File: src/rtl/kts_pkg.sv
// shared types and constants for the keyframe track sampler
`default_nettype none
package kts_pkg;
  localparam int unsigned TW = 32;
  localparam int unsigned SLOT_W = 6;
  localparam int unsigned CNT_W = 7;
  localparam logic OP_WRITE = 1'b0;
  localparam logic OP_SAMPLE = 1'b1;

  // command handed from front to back
  typedef struct packed {
    logic              op;
    logic [SLOT_W-1:0] slot;
    logic [TW-1:0]     t;
    logic [TW-1:0]     x;
    logic [TW-1:0]     y;
    logic [TW-1:0]     z;
  } kts_cmd_t;
endpackage
`default_nettype wire

File: src/rtl/kts_front.sv
// input stage: two-entry command queue between input channel and engine
`default_nettype none
module kts_front (
  input  wire logic         clk,
  input  wire logic         rst,
  input  wire logic         in_valid,
  output logic              in_ready,
  input  wire kts_pkg::kts_cmd_t in_cmd,
  output logic              cmd_valid,
  input  wire logic         cmd_ready,
  output kts_pkg::kts_cmd_t cmd
);
  import kts_pkg::*;

  kts_cmd_t  q [2];
  logic      wp;
  logic      rp;
  logic [1:0] count;
  logic      push;
  logic      pop;

  assign in_ready  = (count != 2'd2);
  assign cmd_valid = (count != 2'd0);
  assign cmd       = q[rp];
  assign push      = in_valid & in_ready;
  assign pop       = cmd_valid & cmd_ready;

  // queue storage
  always_ff @(posedge clk) begin
    if (push) q[wp] <= in_cmd;
  end

  // queue pointers
  always_ff @(posedge clk) begin
    if (rst) begin
      wp <= 1'b0;
      rp <= 1'b0;
      count <= 2'd0;
    end else begin
      if (push) wp <= ~wp;
      if (pop) rp <= ~rp;
      count <= count + {1'b0, push} - {1'b0, pop};
    end
  end

`ifndef SYNTH
  a_no_over: assert property (@(posedge clk) disable iff (rst)
    count == 2'd2 |-> !in_ready) else $error("queue overfilled");
  a_count_ok: assert property (@(posedge clk) disable iff (rst)
    count != 2'd3) else $error("bad count");
  a_step: assert property (@(posedge clk) disable iff (rst)
    push && !pop |=> count != 2'd0) else $error("lost push");
`endif
endmodule
`default_nettype wire

File: config.mk
export PLATFORM = sky130hd
export DESIGN_NAME = kts_front
export DESIGN_NICKNAME = d
export VERILOG_FILES = /design/src/rtl/kts_pkg.sv /design/src/rtl/kts_front.sv
export SDC_FILE = /design/constraint.sdc
export NUM_CORES = 1
export LEC_CHECK = 0
export ABC_AREA = 1
export BUFFER_PORTS_ARGS = -buffer_cell sky130_fd_sc_hd__buf_2
export CORE_AREA = 2 2 163 165
export CTS_BUF_LIST = sky130_fd_sc_hd__clkbuf_4 sky130_fd_sc_hd__clkbuf_8
export CTS_CLUSTER_DIAMETER = 50
export DETAILED_ROUTE_END_ITERATION = 6
export DIE_AREA = 0 0 165 167
export PLACE_DENSITY_LB_ADDON = 0.08
export SLEW_MARGIN = 5
export SYNTH_ARGS = -nofsm -noshare
export SYNTH_HDL_FRONTEND = slang
export SYNTH_SLANG_ARGS = --single-unit
File: constraint.sdc
create_clock -name clk -period 12.69 [get_ports clk]
set_clock_uncertainty 0.15 [all_clocks]
set_input_delay 0.6345 -clock clk [delete_from_list [all_inputs] [get_ports clk]]
set_output_delay 0.6345 -clock clk [all_outputs]
set_load 0.02 [all_outputs]
**Word-level counts from Yosys, hierarchy flattened**

Memory sizes are Yosys's and may differ from the RTL's. A register that Yosys moved wholly into a read port is not among the register bits.
Index checks and enable logic that the tools add are counted.

- Mux-type cells: 4
- Bitwise gates (word level): 4
- Reduce and logical (&&, ||, !) cells: 1
- Equal/unequal tests: 1
- Add/subtract/negate cells: 2

Operator list:

| operator | number |
|---|---|
| 1-bit two-way mux | 4 |
| 2-bit by 1-bit adder with 2-bit output | 1 |
| 1-bit bitwise AND | 2 |
| 2-bit != test, second input constant | 1 |
| 1-bit inverter | 2 |
| 2-bit nonzero test | 1 |
| 2-bit by 1-bit subtractor with 2-bit output | 1 |

- Memories: 1
- Register bits after elaboration: 4
- Output and inout bits: 137
- Bits in writable memories: 270

Memories:

| memory | words | width | rd ports | clocked after memory_dff | wr ports | line | source |
|---|---|---|---|---|---|---|---|
| q | 2 | 135 | 1 | 1 | 1 | kts_front.sv:15 | `kts_cmd_t q [2];` |

**Depth between registers and ports, before layout**

- Depth after elaboration: 4
- Depth in mapped cells: 11

**Worst setup path after synthesis**

No wires, ideal clock.

- Path kind: input to register
- From: in in_valid
- To: mem q[0][0] (netlist name) (enable)
- Path buffers: 0
- Path slack: 5589 ps
- Arrival time: 6320 ps
- Stages on the path: 2
- Data required time: 11909 ps
- Cell sequence: nand2_1 nor2_1

- Longest elaborated chain between the ends: 3

Ends and longest elaborated chain:

| item | line | source |
|---|---|---|
| start: declaration | kts_front.sv:6 | `input wire logic in_valid,` |
| 1-bit bitwise AND | kts_front.sv:25 | `assign push = in_valid & in_ready;` |
| 1-bit two-way mux | kts_front.sv:30 | `if (push) q[wp] <= in_cmd;` |
| 1-bit two-way mux (implied by the code) | kts_front.sv:30 |  |
| end: declaration | kts_front.sv:15 |  |

Every way passes these cells.

==> reports/results.txt <==
The maximum fanout count along the critical path came out at 49. The tools report the number of global-route vias before repair as 5,528. The initial antenna violation count came out at 9. Of the total power, registers draw 46.8%. For the finished layout, the period the worst path requires is 3420 ps. After synthesis, the cell types taking the most area are sky130_fd_sc_hd__edfxtp_1, sky130_fd_sc_hd__mux2_2, sky130_fd_sc_hd__mux2_4, sky130_fd_sc_hd__dfxtp_1, sky130_fd_sc_hd__buf_6. After clock tree synthesis, the flow added hold-fix buffers numbering 0.

In this run the remaining antenna-violating nets after routing total 0. Critical path capture point type: a primary output. The run gives 20.0 mm as the overall routed net length.

At the pin with the least slew margin, the transition time is 1010 ps. The worst setup path is of the reg2out kind. In this run switching power makes up 29.3% of total power.

The number of pins exceeding their max-slew limit in the final report came out at 0. During placement, the flow inserted port buffers numbering 275. The tools report the first-pass GRT wire length as 29.7 mm.

The worst path meets setup with 9270 ps of slack. The run gives 530 ps as the clock latency on the worst-skew pair. The floorplan die area is 27,600 um^2, and the internal portion of total power is 1.81 mW. Data arrives at the worst endpoint at 2640 ps. The Yosys warning count came out at 0. Max-cap violations in this run came to 0. On the worst path, the slowest cell contributes a delay of 740 ps.

The tools report the post-placement cell area as 11,900 um^2. The area share of the leading cell type in the synthesized netlist came out at 79.7%. Of the synthesized area, sequential elements account for 80.6%. The flow ran to the end, and the final reports show no timing, DRC or antenna violations. The static leakage is 4.88 nW. On the final layout, the worst hold slack is 125 ps.

The remaining global-route overflow was 0; the highest achievable clock rate was 292 MHz. Maximum clock insertion buffer count: 3. TritonCTS built the clock tree.

The slowest stage of the critical path is the sky130_fd_sc_hd__dfxtp_4 cell. Synthesis inferred 275 register bits. Of the available clock period, the critical path in the final layout requires 27.0%.

The logs give 0.000232 V for the worst-case vdd ir drop and 59 for the cell row count. The number of post-CTS setup repair buffers is 0, and the width of the die is 165 um. For the final routed database, the setup TNS stands at 0 ps. For the worst setup path, the data required time is 11,910 ps. The area added between synthesis and finish is 25.2%, and the clock-pin slew of the registers on the worst-case setup and hold paths is 60 ps. For the CTS buffer count, the log shows 45. The worst pin sits at a relative slew slack of 32.5%. The root buffer cell chosen for the clock tree is sky130_fd_sc_hd__clkbuf_8.

The total net switching power is 0.751 mW. The path class of the tightest hold or removal check is in2reg. Largest net degree at the start of global routing: 75. The routed layout has 5,190 vias. The number of vias per cell is 4.56, and the synthesized area divided by synthesized cell count is 22.3 um^2. sky130_fd_sc_hd__edfxtp_1 takes more of the synthesized area than any other cell.

Setup violations remaining at the end of the flow were counted as 0. STA classifies the critical path startpoint as a flop. Clock tree synthesis found a total of 275 sinks. The clock network burns 27.2% of the power.

Area of the mapped netlist: 10,200 um^2. Once the floorplan was initialized, standard cells occupied 39.5% of the core. The final total power was 2.56 mW; the core footprint was 25,800 um^2. Routability-driven placement congestion ratio: 0.700. The post-detailed-placement half-perimeter wirelength was 13.3 mm. The clock tree synthesis step divided the H-tree into 2 levels. The first detailed-routing pass took 5 iterations. In the synthesized netlist, the number of instances is 457. The iteration-0 DRC count of the detailed router was 304; the post-place setup slack was 9700 ps.

For this run, design rule violations remaining after detail routing come to 0. The hold violation count in the final report is 0, and the post-cts sizing count is 0. After synthesis, the netlist uses 12 different library cells.

The total non-filler cell area in the finished layout is 12,700 um^2, and the proportion of layout cells with a drive suffix above 1 is 60.9%. The die boundary height is 167 um. Average wire per cell in the routed design: 17.6 um.

Walking the worst path, the cells encountered are buf_4, mux2_2, buf_2. Setup repair after global routing left no endpoint under its margin. The power density of the placed cells is 201 nW/um^2. Of the total power, combinational logic draws 26.0%.

Synthesis produced a netlist with a net count of 598. For this run, the post-layout net count is 910. The logs give 14.2% for the combined global-route utilization of all metal layers and 276 for the number of placed I/O pins.
==> power groups by stage <==
stage,Sequential (mW),Clock [mW],Combinational (mW)
after global placement,1.21,0,0.671
after detailed placement,1.22,0,0.678
after floorplan,1.21,0,0.490
after global routing,1.21,0.770,0.718
final,1.20,0.698,0.666
after CTS,1.20,0.730,0.680
==> final timing paths <==
kind | start | end | slack [ps] | cells after the start
worst min register to register | rp$_SDFFE_PP0P_ | rp$_SDFFE_PP0P_ | 360 | 2
worst max-delay path | flop | cmd[21] | 9270 | 3
worst min-delay path | rst | count[0]$_SDFF_PP0_ | 130 | 2
worst max register to register | count[0]$_SDFF_PP0_ | q[1][15]$_DFFE_PP_ | 9940 | 5
==> cell families after synthesis <==
group / after synthesis / share of synthesized area (%)
flops: 275 / 80.6
mux: 135 / 16.8
buf+inv: 23 / 1.46
simple gates: 20 / 0.774
compound gates: 2 / 0.0983
fa+ha+maj: 2 / 0.246
==> stage by stage <==
step | std cells | utilization, %
floorplan | 457 | -
global placement | 1057 | 46.2
global route | 1135 | 49.4
detailed placement | 1057 | 46.2
finish | 1137 | 49.5
CTS | 1132 | 49.4
==> routing by layer <==
| metal | GRT usage, % | share of wire (%) |
|---|---|---|
| met1 | 16.0 | 38 |
| met2 | 23.2 | 48 |
| met3 | 6.67 | 11 |
| met4 | 5.56 | 2.4 |
| met5 | 0 | 0.24 |
==> registers in the layout, indices dropped and copies added, names as in the netlist, named ones only <==
| signal | flops |
|---|---|
| q | 270 |
| rp | 1 |
| count | 2 |
| wp | 1 |
==> final cells by class <==
cell class / instances / area (um^2)
multi-input combinational: 159 / 1830
clock inverter: 11 / 47.5
antenna: 5 / 12.5
inverter: 8 / 35.0
sequential: 275 / 8210
fill: 2234 / 13000
clock buffer: 64 / 774
timing repair buffer: 280 / 1410
tap: 335 / 419
==> Yosys cell counts <==
library cell and number:
sky130_fd_sc_hd__mux2_4 50, sky130_fd_sc_hd__a21oi_1 2, sky130_fd_sc_hd__nor2_1 9, sky130_fd_sc_hd__nand3_1 3, sky130_fd_sc_hd__buf_2 8, sky130_fd_sc_hd__ha_1 2, sky130_fd_sc_hd__edfxtp_1 270, sky130_fd_sc_hd__mux2_2 85
sky130_fd_sc_hd__inv_1 8, sky130_fd_sc_hd__nand2_1 8, sky130_fd_sc_hd__buf_6 7, sky130_fd_sc_hd__dfxtp_1 5
==> worst max-delay path: cells and delay by family (launching register included) <==
family / cells / cell delay (ps)
buffers and inverters: 2 / 880
multiplexers: 1 / 420
flip-flops: 1 / 740
==> cells in the final DEF, fill, tap and decap left out <==
master | netlist | routed
sky130_fd_sc_hd__nand2_1 | 8 | 8
sky130_fd_sc_hd__clkinv_1 | 0 | 8
sky130_fd_sc_hd__nor2_1 | 9 | 8
sky130_fd_sc_hd__inv_1 | 8 | 7
sky130_fd_sc_hd__mux2_2 | 85 | 85
sky130_fd_sc_hd__diode_2 | 0 | 5
sky130_fd_sc_hd__clkbuf_8 | 0 | 47
sky130_fd_sc_hd__nand3_1 | 3 | 3
sky130_fd_sc_hd__buf_2 | 8 | 275
sky130_fd_sc_hd__edfxtp_1 | 270 | 270
sky130_fd_sc_hd__dfxtp_4 | 0 | 1
sky130_fd_sc_hd__dfxtp_1 | 5 | 4
sky130_fd_sc_hd__clkbuf_4 | 0 | 17
sky130_fd_sc_hd__a21oi_1 | 2 | 2
sky130_fd_sc_hd__clkinvlp_4 | 0 | 1
sky130_fd_sc_hd__mux2_4 | 50 | 50
sky130_fd_sc_hd__inv_6 | 0 | 1
sky130_fd_sc_hd__nor2_4 | 0 | 1
sky130_fd_sc_hd__clkinv_2 | 0 | 2
sky130_fd_sc_hd__buf_4 | 0 | 5
sky130_fd_sc_hd__ha_1 | 2 | 2
(Power assumes the default switching activity.)
